File: src/rtl/sfcp_pkg.sv
`default_nettype none
// ----------------------------------------------------------------------------
// sfcp_pkg: shared types, constants and CRC helper
// Holds the item layout, queue status and the CRC-16/MODBUS byte update.
// ----------------------------------------------------------------------------
package sfcp_pkg;

    localparam int SAMPLE_FIELDS = 4;
    localparam int SAMPLE_W      = 16;
    localparam int BYTE_W        = 8;
    localparam int ITEM_W        = SAMPLE_FIELDS * SAMPLE_W;
    localparam int CRC_W         = 16;
    localparam int QDEPTH        = 2;
    localparam int QPTR_W        = 1;
    localparam int QCNT_W        = 2;

    localparam logic [CRC_W-1:0] CRC_INIT = 16'hFFFF;
    localparam logic [CRC_W-1:0] CRC_POLY = 16'hA001;

    typedef logic [ITEM_W-1:0] item_t;
    typedef logic [BYTE_W-1:0] byte_t;
    typedef logic [CRC_W-1:0]  crc_t;

    typedef struct packed {
        logic full;
        logic not_empty;
    } q_stat_t;

    // Fold one byte into the reflected CRC, one bit per step.
    function automatic crc_t crc_byte(input crc_t crc_in, input byte_t data);
        crc_t c;
        c = crc_in ^ {{(CRC_W-BYTE_W){1'b0}}, data};
        for (int b = 0; b < BYTE_W; b++) begin
            if (c[0])
            begin
                c = (c >> 1) ^ CRC_POLY;
            end
            else
            begin
                c = c >> 1;
            end
        end
        return c;
    endfunction

endpackage
`default_nettype wire

File: src/rtl/sfcp_front.sv
`default_nettype none
// ----------------------------------------------------------------------------
// sfcp_front: command intake
// Captures one sample beat and hands it to the queue when there is room.
// ----------------------------------------------------------------------------
module sfcp_front
(
    input  wire                     clk,
    input  wire                     rst_n,
    input  wire                     start,
    input  wire signed [15:0]       sample_0,
    input  wire signed [15:0]       sample_1,
    input  wire signed [15:0]       sample_2,
    input  wire signed [15:0]       sample_3,
    input  sfcp_pkg::q_stat_t       q_stat,
    output logic                    busy,
    output logic                    push,
    output sfcp_pkg::item_t         item
);

    logic            valid_reg;
    logic            valid_next;
    sfcp_pkg::item_t item_reg;
    logic            accept;

    assign busy   = valid_reg & q_stat.full;
    assign push   = valid_reg & ~q_stat.full;
    assign accept = start & ~busy;
    assign item   = item_reg;

    always_comb
    begin
        valid_next = valid_reg;
        if (accept)
        begin
            valid_next = 1'b1;
        end
        else if (push)
        begin
            valid_next = 1'b0;
        end
    end

    always_ff @(posedge clk or negedge rst_n)
    begin
        if (!rst_n)
        begin
            valid_reg <= 1'b0;
        end
        else
        begin
            valid_reg <= valid_next;
        end
    end

    // Pack channel 0 in the low bits so the back end can shift bytes out.
    always_ff @(posedge clk)
    begin
        if (accept)
        begin
            item_reg <= {sample_3, sample_2, sample_1, sample_0};
        end
    end

endmodule
`default_nettype wire

File: src/rtl/sfcp_queue.sv
`default_nettype none
// ----------------------------------------------------------------------------
// sfcp_queue: two-entry item queue
// Decouples intake from frame serialization.
// ----------------------------------------------------------------------------
module sfcp_queue
(
    input  wire                     clk,
    input  wire                     rst_n,
    input  wire                     push,
    input  sfcp_pkg::item_t         push_item,
    input  wire                     pop,
    output sfcp_pkg::item_t         pop_item,
    output sfcp_pkg::q_stat_t       q_stat
);

    sfcp_pkg::item_t                  mem [sfcp_pkg::QDEPTH];
    logic [sfcp_pkg::QPTR_W-1:0]      wr_ptr_reg;
    logic [sfcp_pkg::QPTR_W-1:0]      rd_ptr_reg;
    logic [sfcp_pkg::QCNT_W-1:0]      count_reg;
    logic [sfcp_pkg::QCNT_W-1:0]      count_next;
    logic                             do_push;
    logic                             do_pop;

    assign q_stat.full      = (count_reg == sfcp_pkg::QCNT_W'(sfcp_pkg::QDEPTH));
    assign q_stat.not_empty = (count_reg != '0);
    assign do_push  = push & ~q_stat.full;
    assign do_pop   = pop & q_stat.not_empty;
    assign pop_item = mem[rd_ptr_reg];

    always_comb
    begin
        count_next = count_reg;
        if (do_push && !do_pop)
        begin
            count_next = count_reg + 1'b1;
        end
        else if (do_pop && !do_push)
        begin
            count_next = count_reg - 1'b1;
        end
    end

    always_ff @(posedge clk or negedge rst_n)
    begin
        if (!rst_n)
        begin
            wr_ptr_reg <= '0;
            rd_ptr_reg <= '0;
            count_reg  <= '0;
        end
        else
        begin
            count_reg <= count_next;
            if (do_push)
            begin
                wr_ptr_reg <= wr_ptr_reg + 1'b1;
            end
            if (do_pop)
            begin
                rd_ptr_reg <= rd_ptr_reg + 1'b1;
            end
        end
    end

    always_ff @(posedge clk)
    begin
        if (do_push)
        begin
            mem[wr_ptr_reg] <= push_item;
        end
    end

endmodule
`default_nettype wire

File: src/rtl/sfcp_back.sv
`default_nettype none
// ----------------------------------------------------------------------------
// sfcp_back: frame serializer
// Shifts sample bytes out one per cycle, folds them into the CRC, then
// appends the CRC low and high bytes.
// ----------------------------------------------------------------------------
module sfcp_back
#(
    parameter int CHANNELS = 4
)
(
    input  wire                     clk,
    input  wire                     rst_n,
    input  sfcp_pkg::q_stat_t       q_stat,
    input  sfcp_pkg::item_t         q_item,
    output logic                    pop,
    output logic                    strobe,
    output logic [7:0]              tx_byte,
    output logic                    frame_end
);

    localparam int USED        = (CHANNELS < 1) ? 1 :
                                 (CHANNELS > sfcp_pkg::SAMPLE_FIELDS) ?
                                 sfcp_pkg::SAMPLE_FIELDS : CHANNELS;
    localparam int DATA_BYTES  = 2 * USED;
    localparam int FRAME_BYTES = DATA_BYTES + 2;
    localparam int IDX_W       = $clog2(FRAME_BYTES);

    logic                   active_reg;
    logic                   active_next;
    logic [IDX_W-1:0]       idx_reg;
    logic [IDX_W-1:0]       idx_next;
    sfcp_pkg::item_t        word_reg;
    sfcp_pkg::item_t        word_next;
    sfcp_pkg::crc_t         crc_reg;
    sfcp_pkg::crc_t         crc_next;
    sfcp_pkg::byte_t        cur_byte;
    logic                   data_phase;
    logic                   last;
    logic                   strobe_reg;
    logic                   frame_end_reg;
    sfcp_pkg::byte_t        tx_byte_reg;

    assign data_phase = (idx_reg < IDX_W'(DATA_BYTES));
    assign last       = active_reg & (idx_reg == IDX_W'(FRAME_BYTES - 1));
    assign pop        = q_stat.not_empty & (~active_reg | last);

    always_comb
    begin
        if (data_phase)
        begin
            cur_byte = word_reg[sfcp_pkg::BYTE_W-1:0];
        end
        else if (idx_reg == IDX_W'(DATA_BYTES))
        begin
            cur_byte = crc_reg[7:0];
        end
        else
        begin
            cur_byte = crc_reg[15:8];
        end
    end

    always_comb
    begin
        active_next = active_reg;
        idx_next    = idx_reg;
        word_next   = word_reg;
        crc_next    = crc_reg;
        if (pop)
        begin
            active_next = 1'b1;
            idx_next    = '0;
            word_next   = q_item;
            crc_next    = sfcp_pkg::CRC_INIT;
        end
        else if (last)
        begin
            active_next = 1'b0;
        end
        else if (active_reg)
        begin
            idx_next  = idx_reg + 1'b1;
            word_next = word_reg >> sfcp_pkg::BYTE_W;
            if (data_phase)
            begin
                crc_next = sfcp_pkg::crc_byte(crc_reg, cur_byte);
            end
        end
    end

    always_ff @(posedge clk or negedge rst_n)
    begin
        if (!rst_n)
        begin
            active_reg    <= 1'b0;
            idx_reg       <= '0;
            strobe_reg    <= 1'b0;
            frame_end_reg <= 1'b0;
        end
        else
        begin
            active_reg    <= active_next;
            idx_reg       <= idx_next;
            strobe_reg    <= active_reg;
            frame_end_reg <= last;
        end
    end

    always_ff @(posedge clk)
    begin
        word_reg    <= word_next;
        crc_reg     <= crc_next;
        tx_byte_reg <= cur_byte;
    end

    assign strobe    = strobe_reg;
    assign tx_byte   = tx_byte_reg;
    assign frame_end = frame_end_reg;

endmodule
`default_nettype wire

File: src/rtl/sample_frame_crc16_packer_top.sv
`default_nettype none
// Path: intake register, queue entry, serializer word register, tx_byte
//   register; the frame's bytes then follow on consecutive cycles.
// Throughput: one frame of 2*channels+2 bytes (10 at CHANNELS = 4) at
//   the serializer's one byte per cycle while frames are queued.
// Reset: rst_n clears the intake register, the queue and the serializer;
//   no byte is strobed until a new item is accepted. Results cannot stall.
// ----------------------------------------------------------------------------
// sample_frame_crc16_packer_top: sample frame packer with CRC-16/MODBUS
// Packs CHANNELS (clamped 1..4) 16-bit samples low byte first into a
// byte stream plus a CRC-16/MODBUS trailer; the last byte carries frame_end.
// ----------------------------------------------------------------------------
module sample_frame_crc16_packer_top
#(
    parameter int CHANNELS = 4
)
(
    input  wire                     clk,
    input  wire                     rst_n,
    input  wire                     start,
    output logic                    busy,
    input  wire signed [15:0]       sample_0,
    input  wire signed [15:0]       sample_1,
    input  wire signed [15:0]       sample_2,
    input  wire signed [15:0]       sample_3,
    output logic                    strobe,
    output logic [7:0]              tx_byte,
    output logic                    frame_end
);

    // Queue status goes back to both sides: intake waits on full, the
    // serializer pulls a ready entry when idle or on its last byte.
    sfcp_pkg::q_stat_t  q_stat;
    sfcp_pkg::item_t    front_item;
    sfcp_pkg::item_t    q_item;
    logic               push;
    logic               pop;

    // Front: take a beat whenever the intake register is free or draining.
    sfcp_front u_front
    (
        .clk      (clk),
        .rst_n    (rst_n),
        .start    (start),
        .sample_0 (sample_0),
        .sample_1 (sample_1),
        .sample_2 (sample_2),
        .sample_3 (sample_3),
        .q_stat   (q_stat),
        .busy     (busy),
        .push     (push),
        .item     (front_item)
    );

    // Queue: hold up to two pending frames.
    sfcp_queue u_queue
    (
        .clk       (clk),
        .rst_n     (rst_n),
        .push      (push),
        .push_item (front_item),
        .pop       (pop),
        .pop_item  (q_item),
        .q_stat    (q_stat)
    );

    // Back: serialize bytes and the CRC trailer; load the next frame on the
    // last byte so frames run back to back.
    sfcp_back
    #(
        .CHANNELS (CHANNELS)
    )
    u_back
    (
        .clk       (clk),
        .rst_n     (rst_n),
        .q_stat    (q_stat),
        .q_item    (q_item),
        .pop       (pop),
        .strobe    (strobe),
        .tx_byte   (tx_byte),
        .frame_end (frame_end)
    );

    // The end mark only rides on a strobed byte.
    assert property (@(posedge clk) disable iff (!rst_n) frame_end |-> strobe)
        else $error("frame_end without strobe");

    // Bytes of one frame are contiguous.
    assert property (@(posedge clk) disable iff (!rst_n)
        (strobe && !frame_end) |=> strobe)
        else $error("gap inside a frame");

    // Intake only stalls when the queue is full.
    assert property (@(posedge clk) disable iff (!rst_n) busy |-> q_stat.full)
        else $error("busy with room in the queue");

    // Nothing is popped from an empty queue.
    assert property (@(posedge clk) disable iff (!rst_n) pop |-> q_stat.not_empty)
        else $error("pop from empty queue");

endmodule
`default_nettype wire

File: config.mk
export PLATFORM = sky130hd
export DESIGN_NAME = sample_frame_crc16_packer_top
export DESIGN_NICKNAME = d
export VERILOG_FILES = /design/src/rtl/sfcp_pkg.sv /design/src/rtl/sfcp_front.sv /design/src/rtl/sfcp_queue.sv /design/src/rtl/sfcp_back.sv /design/src/rtl/sample_frame_crc16_packer_top.sv
export SDC_FILE = /design/constraint.sdc
export NUM_CORES = 1
export LEC_CHECK = 0
export BUFFER_PORTS_ARGS = -buffer_cell sky130_fd_sc_hd__buf_2
export CAP_MARGIN = 20
export CORE_ASPECT_RATIO = 1.2
export CORE_MARGIN = 5
export CORE_UTILIZATION = 45
export CTS_CLUSTER_DIAMETER = 150
export DETAILED_ROUTE_END_ITERATION = 7
export SLEW_MARGIN = 5
export SYNTH_ARGS = -nofsm -noshare
export SYNTH_HDL_FRONTEND = slang
export SYNTH_SLANG_ARGS = --single-unit
File: constraint.sdc
create_clock -name clk -period 3.85 [get_ports clk]
set_clock_uncertainty 0.2 [all_clocks]
set_input_delay 0.5775 -clock clk [delete_from_list [all_inputs] [get_ports clk]]
set_output_delay 0.5775 -clock clk [all_outputs]
set_load 0.01 [all_outputs]
==> Yosys cells after proc, flatten, opt, wreduce, memory -nomap -nowiden <==
Memory sizes are Yosys's and may differ from the RTL's.
Cells that the tools add are included.
{ "word_totals": {"out_inout_bits": 11, "mem_bits_rw": 128, "n_memories": 1, "inputBits": 67, "regBits": 164, "mem_bits_ro": 0, "latch_bits": 0, "elab_cells": 107} }
{ "op_classes": {"bitwise": 21, "n_eq_ne": 4, "order_cmp": 1, "addsub": 5, "n_mul": 0, "muxes": 52, "n_reduce_logical": 11, "shift": 0, "n_div": 0} }
{ "memory_table": {"columns": ["name", "depth", "width", "read_ports", "rd_ports_with_merged_regs", "wr", "line", "source"], "rows": [
  ["u_queue.mem", 2, 64, 1, 0, 1, "sfcp_queue.sv:17", "sfcp_pkg::item_t mem [sfcp_pkg::QDEPTH];"]
]} }
{ "ops": {"columns": ["cell", "n"], "rows": [
  ["2-to-1 mux 16 bit", 36],
  ["2-to-1 mux 64 bit", 3],
  ["NOT 2 -> 3 bit", 8],
  ["2-to-1 mux 8 bit", 2],
  ["bitwise XOR 16 x 8 -> 16 bit", 1],
  ["2-to-1 mux 4 bit", 3],
  ["nonzero test 2 bit", 5],
  ["== test 4 bit, second input constant", 2],
  ["AND 1 bit", 7],
  ["2-to-1 mux 1 bit", 6],
  ["adder 4 x 1 -> 4 bit, second input constant", 1],
  ["less-than comparator 4 bit, second input constant", 1],
  ["2-to-1 mux 2 bit", 2],
  ["NOT 1 bit", 4],
  ["AND reduction 3 bit", 1],
  ["adder 1 bit, second input constant", 2],
  ["adder 2 x 1 -> 2 bit, second input constant", 1],
  ["== test 2 bit, second input constant", 1],
  ["logical AND 1 bit", 2],
  ["logical NOT 1 bit", 2],
  ["inequality test 2 bit, second input constant", 1],
  ["AND reduction 2 bit", 1],
  ["subtractor 2 x 1 -> 2 bit, second input constant", 1],
  ["OR 1 bit", 1]
]} }

==> Longest topological paths before layout <==
{ "depth": {"ltp_word": 48, "mapped_depth": 11} }

==> By module <==
From an unflattened synthesis, not the netlist that was laid out.
{ "unflattened": {"cells_unflattened": 731, "area_unflattened_um2": 11332.1} }
{ "by_module_without_submodules": {"columns": ["module", "seq_area_each_um2", "cells_each", "area_per_inst_um2", "instances"], "rows": [
  ["sfcp_queue", 3943.8, 218, 5024.8, 1],
  ["sfcp_back", 2577.5, 444, 4332.9, 1],
  ["sfcp_front", 1946.9, 69, 1974.4, 1]
]} }

==> Worst setup path before layout <==
Ideal clock, no wire load.
{ "synth_path": {"kind": "register -> register", "from": "reg u_queue.count_reg[0] (netlist bit)", "to": "mem u_queue.mem[0][0] (netlist bit) (enable)", "synth_period_minus_slack_ps": 3980, "t_required_ps": 3164, "arrival_ps": 3294, "stages_incl_launch_ff": 4, "setup_time_ps": 486, "path_slack_ps": -130, "n_path_buf": 0, "cell_sequence": "dfrtp_1 -> nand2b_1 -> nand2_1 -> nor2_1"} }
{ "synth_via": {"elab_chain_cells": 6} }
{ "synth_lines": {"columns": ["element", "line", "source"], "rows": [
  ["from (decl)", "sfcp_queue.sv:20", "logic [sfcp_pkg::QCNT_W-1:0] count_reg;"],
  ["from (signal assigned)", "sfcp_queue.sv:54", "count_reg <= count_next;"],
  ["== test 2 bit (*)", "sfcp_queue.sv:25", "assign q_stat.full = (count_reg == sfcp_pkg::QCNT_W'(sfcp_pkg::QDEPTH));"],
  ["NOT 1 bit (*)", "sfcp_front.sv:27, sfcp_queue.sv:27", null],
  ["AND 1 bit", "sfcp_front.sv:27", "assign push = valid_reg & ~q_stat.full;"],
  ["AND 1 bit (*)", "sfcp_queue.sv:27", "assign do_push = push & ~q_stat.full;"],
  ["2-to-1 mux 1 bit (*)", "sfcp_queue.sv:68", "if (do_push)"],
  ["2-to-1 mux 1 bit (not written as such) (*)", "sfcp_queue.sv:70", "mem[wr_ptr_reg] <= push_item;"],
  ["to (decl)", "sfcp_queue.sv:17", null]
]} }
Mark *: on every way between the ends. The rest lies on a longest branch, timed or not.

==> Worst setup path after layout <==
{ "layout_path": {"from": "reg u_back.idx_reg[3]", "to": "reg u_back.crc_reg[0]"} }
{ "layout_via": {"elab_chain_cells": 41, "word_cells_on_any_way": 54} }
{ "layout_lines": {"columns": ["element", "line", "source"], "rows": [
  ["from (decl)", "sfcp_back.sv:31", "logic [IDX_W-1:0] idx_reg;"],
  ["from (signal assigned)", "sfcp_back.sv:104", "idx_reg <= idx_next;"],
  ["parallel branches: the longest is 41 deep, another holds less-than comparator 4 bit", null, null],
  ["to (signal assigned)", "sfcp_back.sv:113", "crc_reg <= crc_next;"],
  ["to (decl)", "sfcp_back.sv:35", "sfcp_pkg::crc_t crc_reg;"]
]} }
Parallel ways; which one is timed is not known. The select of a mux whose other input is x is not followed.
A chain may end at the register's enable or synchronous reset.

==> impl_metrics.ini <==
[placement]
gp_congestion = 0.758
dpl_cell_area_sq_um = 11600
pre_cts_slack_ns = 1.03
port-buffer-count = 77
dp_hpwl_microns = 11600
placed_cells = 1048

[sta]
max_slew.worst_pin.slew_ns = 0.784
holdWs_ns = 0.0241
fmax_mhz = 357
drv_slew = 0
fin_crit_ns = 2.80
hold_violations = 0
grt_setup_unrepaired = false
setup_viol = 0
setup_tns_ns = 0
finalCritPeriodShare = 0.728
max_slew_margin = 0.477
setup_ws_ns = 1.05

[grt]
grt_pass1_wl_microns = 30100
grt_max_degree = 116
grt_pass1_vias = 5889
top_usage_layer = met2
grt_use_total = 0.136
use_met2 = 0.232
grt.met1_usage = 0.177
use_met3 = 0.0257
overflow = 0
antenna_found_initial = 0

[synth]
synthesis.nets = 744
ys_async_sr_fraction = 0.0411
synthAdderAreaFrac = 0.00461
yosys_most_used_dff = edfxtp_1
syn_inst = 673
ys_ff_latch = 292
synth_top_family_by_area = compound AO/OA/AOI/OAI gates
postSynthAreaPerCell_sq_um = 16.1
syn_area_sq_um = 10900
yosys.area_share.simple = 0.0542
synth_edf_count = 256
synthMuxAreaShare = 0.0599
synth_compound_area_frac = 0.0624
ys_warn_count = 0
ys_seq_area_frac = 0.780
synth-xor-area-share = 0.0187
yosysUniqueCellTypes = 41

[detailed_routing]
wl_microns = 18500
first_iter_violations = 364
drc_errors = 0
dr.pass1.iters = 4
vias = 5680
ant_nets = 0
vias_per_cell = 4.93
wire_per_inst_microns = 16.1

[clock_network]
post_cts_buffers = 0
cts_inserted_buffers = 28
cts_resized = 0
cts_buffer_depth = 3
cts_root_buf = clkbuf_16
cts_tree = built
clk_latency_ns = 0.54
clkSlewWorstSetupHoldPaths_ns = 0.07
ctsHtreeMaxLevel = 1
cts_sinks = 292
hold_buffers = 50

[floorplanning]
pin_count = 78
num_rows = 62
die_w_microns = 152
initial_core_util = 0.454
core_sq_um = 23900
dieHeight_microns = 180
dieArea_sq_um = 27300

[worst_hold_path]
min_path_type = in -> reg
hold_start = sample_1[5]
hold_depth = 1
holdPathEnd = u_front.item[21]

[final_layout]
nNetsFinal = 883
diodes = 0
mostFrequentLayoutCell = edfxtp_1
final_area_sq_um = 13000
fin_cells = 1152
fill_cells = 1976
syn2layout_area_growth_pct = 19.7
multi_input_area_sq_um = 2190
drive_above_1_share = 0.172
seq_area_sq_um = 8470
largest_reg_flops = 128
final_cell_mix = edfxtp_1, buf_2, nor2_1
fin_util = 0.544

[setup_path]
cp.required_ns = 4.08
r2r_start = u_back.idx_reg[3]
worstSetupEndpointType = flop
worstSetupPathType = reg -> reg
startpoint_type = flop
r2r_cells = 8
worstPathArrival_ns = 3.04
rr_endpoint = u_back.crc_reg[0]
crit_fanout = 26
reg2reg_setup_slack_ns = 1.05

[run]
cap_violations = 0

[pwr]
power_density_nw_per_um2 = 829
p_leak_nw = 4.87
p_total_mw = 10.8
max-vdd-ir-drop_mv = 0.439

[status]
status = complete, no violations
[final cells by class]
type | count | area share
clock buffer | 35 | 0.0560
clock inverter | 15 | 0.00819
inverter | 13 | 0.00376
timing repair buffer | 141 | 0.0803
sequential | 292 | 0.652
multi-input combinational | 336 | 0.169
tap | 320 | 0.0308
[layer usage]
metal,wire [microns],vias up
met1,7860,2753
met3,805,33
met4,487,0
met5,0,-
li1,-,2794
met2,9380,100
[critical path, cell delays in order (launching register included)]
cell and delay [ns]:
dfrtp_1 0.70, buf_4 0.38, nor2b_1 0.08, a311oi_1 0.30, a21oi_2 0.11, xnor2_1 0.21
xnor3_2 0.42, xnor3_1 0.24, o21ai_1 0.06
[worst max-delay path by stage]
stage	startpoint	endpoint	slack, ns	depth (start not counted)
2_1_floorplan	u_back.idx_reg[3]	u_back.idx_reg[2]	0.67	9
3_3_place_gp	u_back.idx_reg[3]	u_back.crc_reg[0]	1.12	8
3_5_place_dp	u_back.idx_reg[3]	u_back.crc_reg[0]	1.03	8
4_1_cts	u_back.idx_reg[3]	u_back.crc_reg[0]	1.01	8
5_1_grt	u_back.idx_reg[3]	u_back.crc_reg[0]	0.81	8
6_report	u_back.idx_reg[3]	u_back.crc_reg[0]	1.05	8
[logic make-up (layout without fill, tap and decap cells)]
group	Yosys count	after routing
buf+inv	45	204
flops	292	292
fa+ha+maj	4	4
xor+xnor	19	19
simple gates	137	137
compound gates	111	111
mux	65	65
[power by group]
group          switching, mW  total [mW]  leakage [nW]  internal, mW
combinational           1.74        3.09          1.58          1.36
clock                   1.12        2.46         0.393          1.35
sequential             0.527        5.21          2.90          4.69
total                   3.38        10.8          4.87          7.39
[synth_stat cells, types with 5 or more instances]
cell type  count  area share
xor2_1         5      0.0040
dfxtp_1       24       0.044
a311oi_1       6      0.0048
nor2_1        77       0.027
a21oi_1       62       0.029
o21ai_0        6      0.0028
mux2i_1       65       0.060
o211ai_1      13      0.0090
nand2_1       35       0.012
nor2b_1        8      0.0046
edfxtp_1     256        0.71
dfrtp_1       12       0.028
buf_2          7      0.0032
xnor2_1       11      0.0089
a31oi_1       14      0.0081
inv_1         12      0.0042
clkbuf_1      18      0.0062
Note: power is estimated with default switching activity, not from simulation.
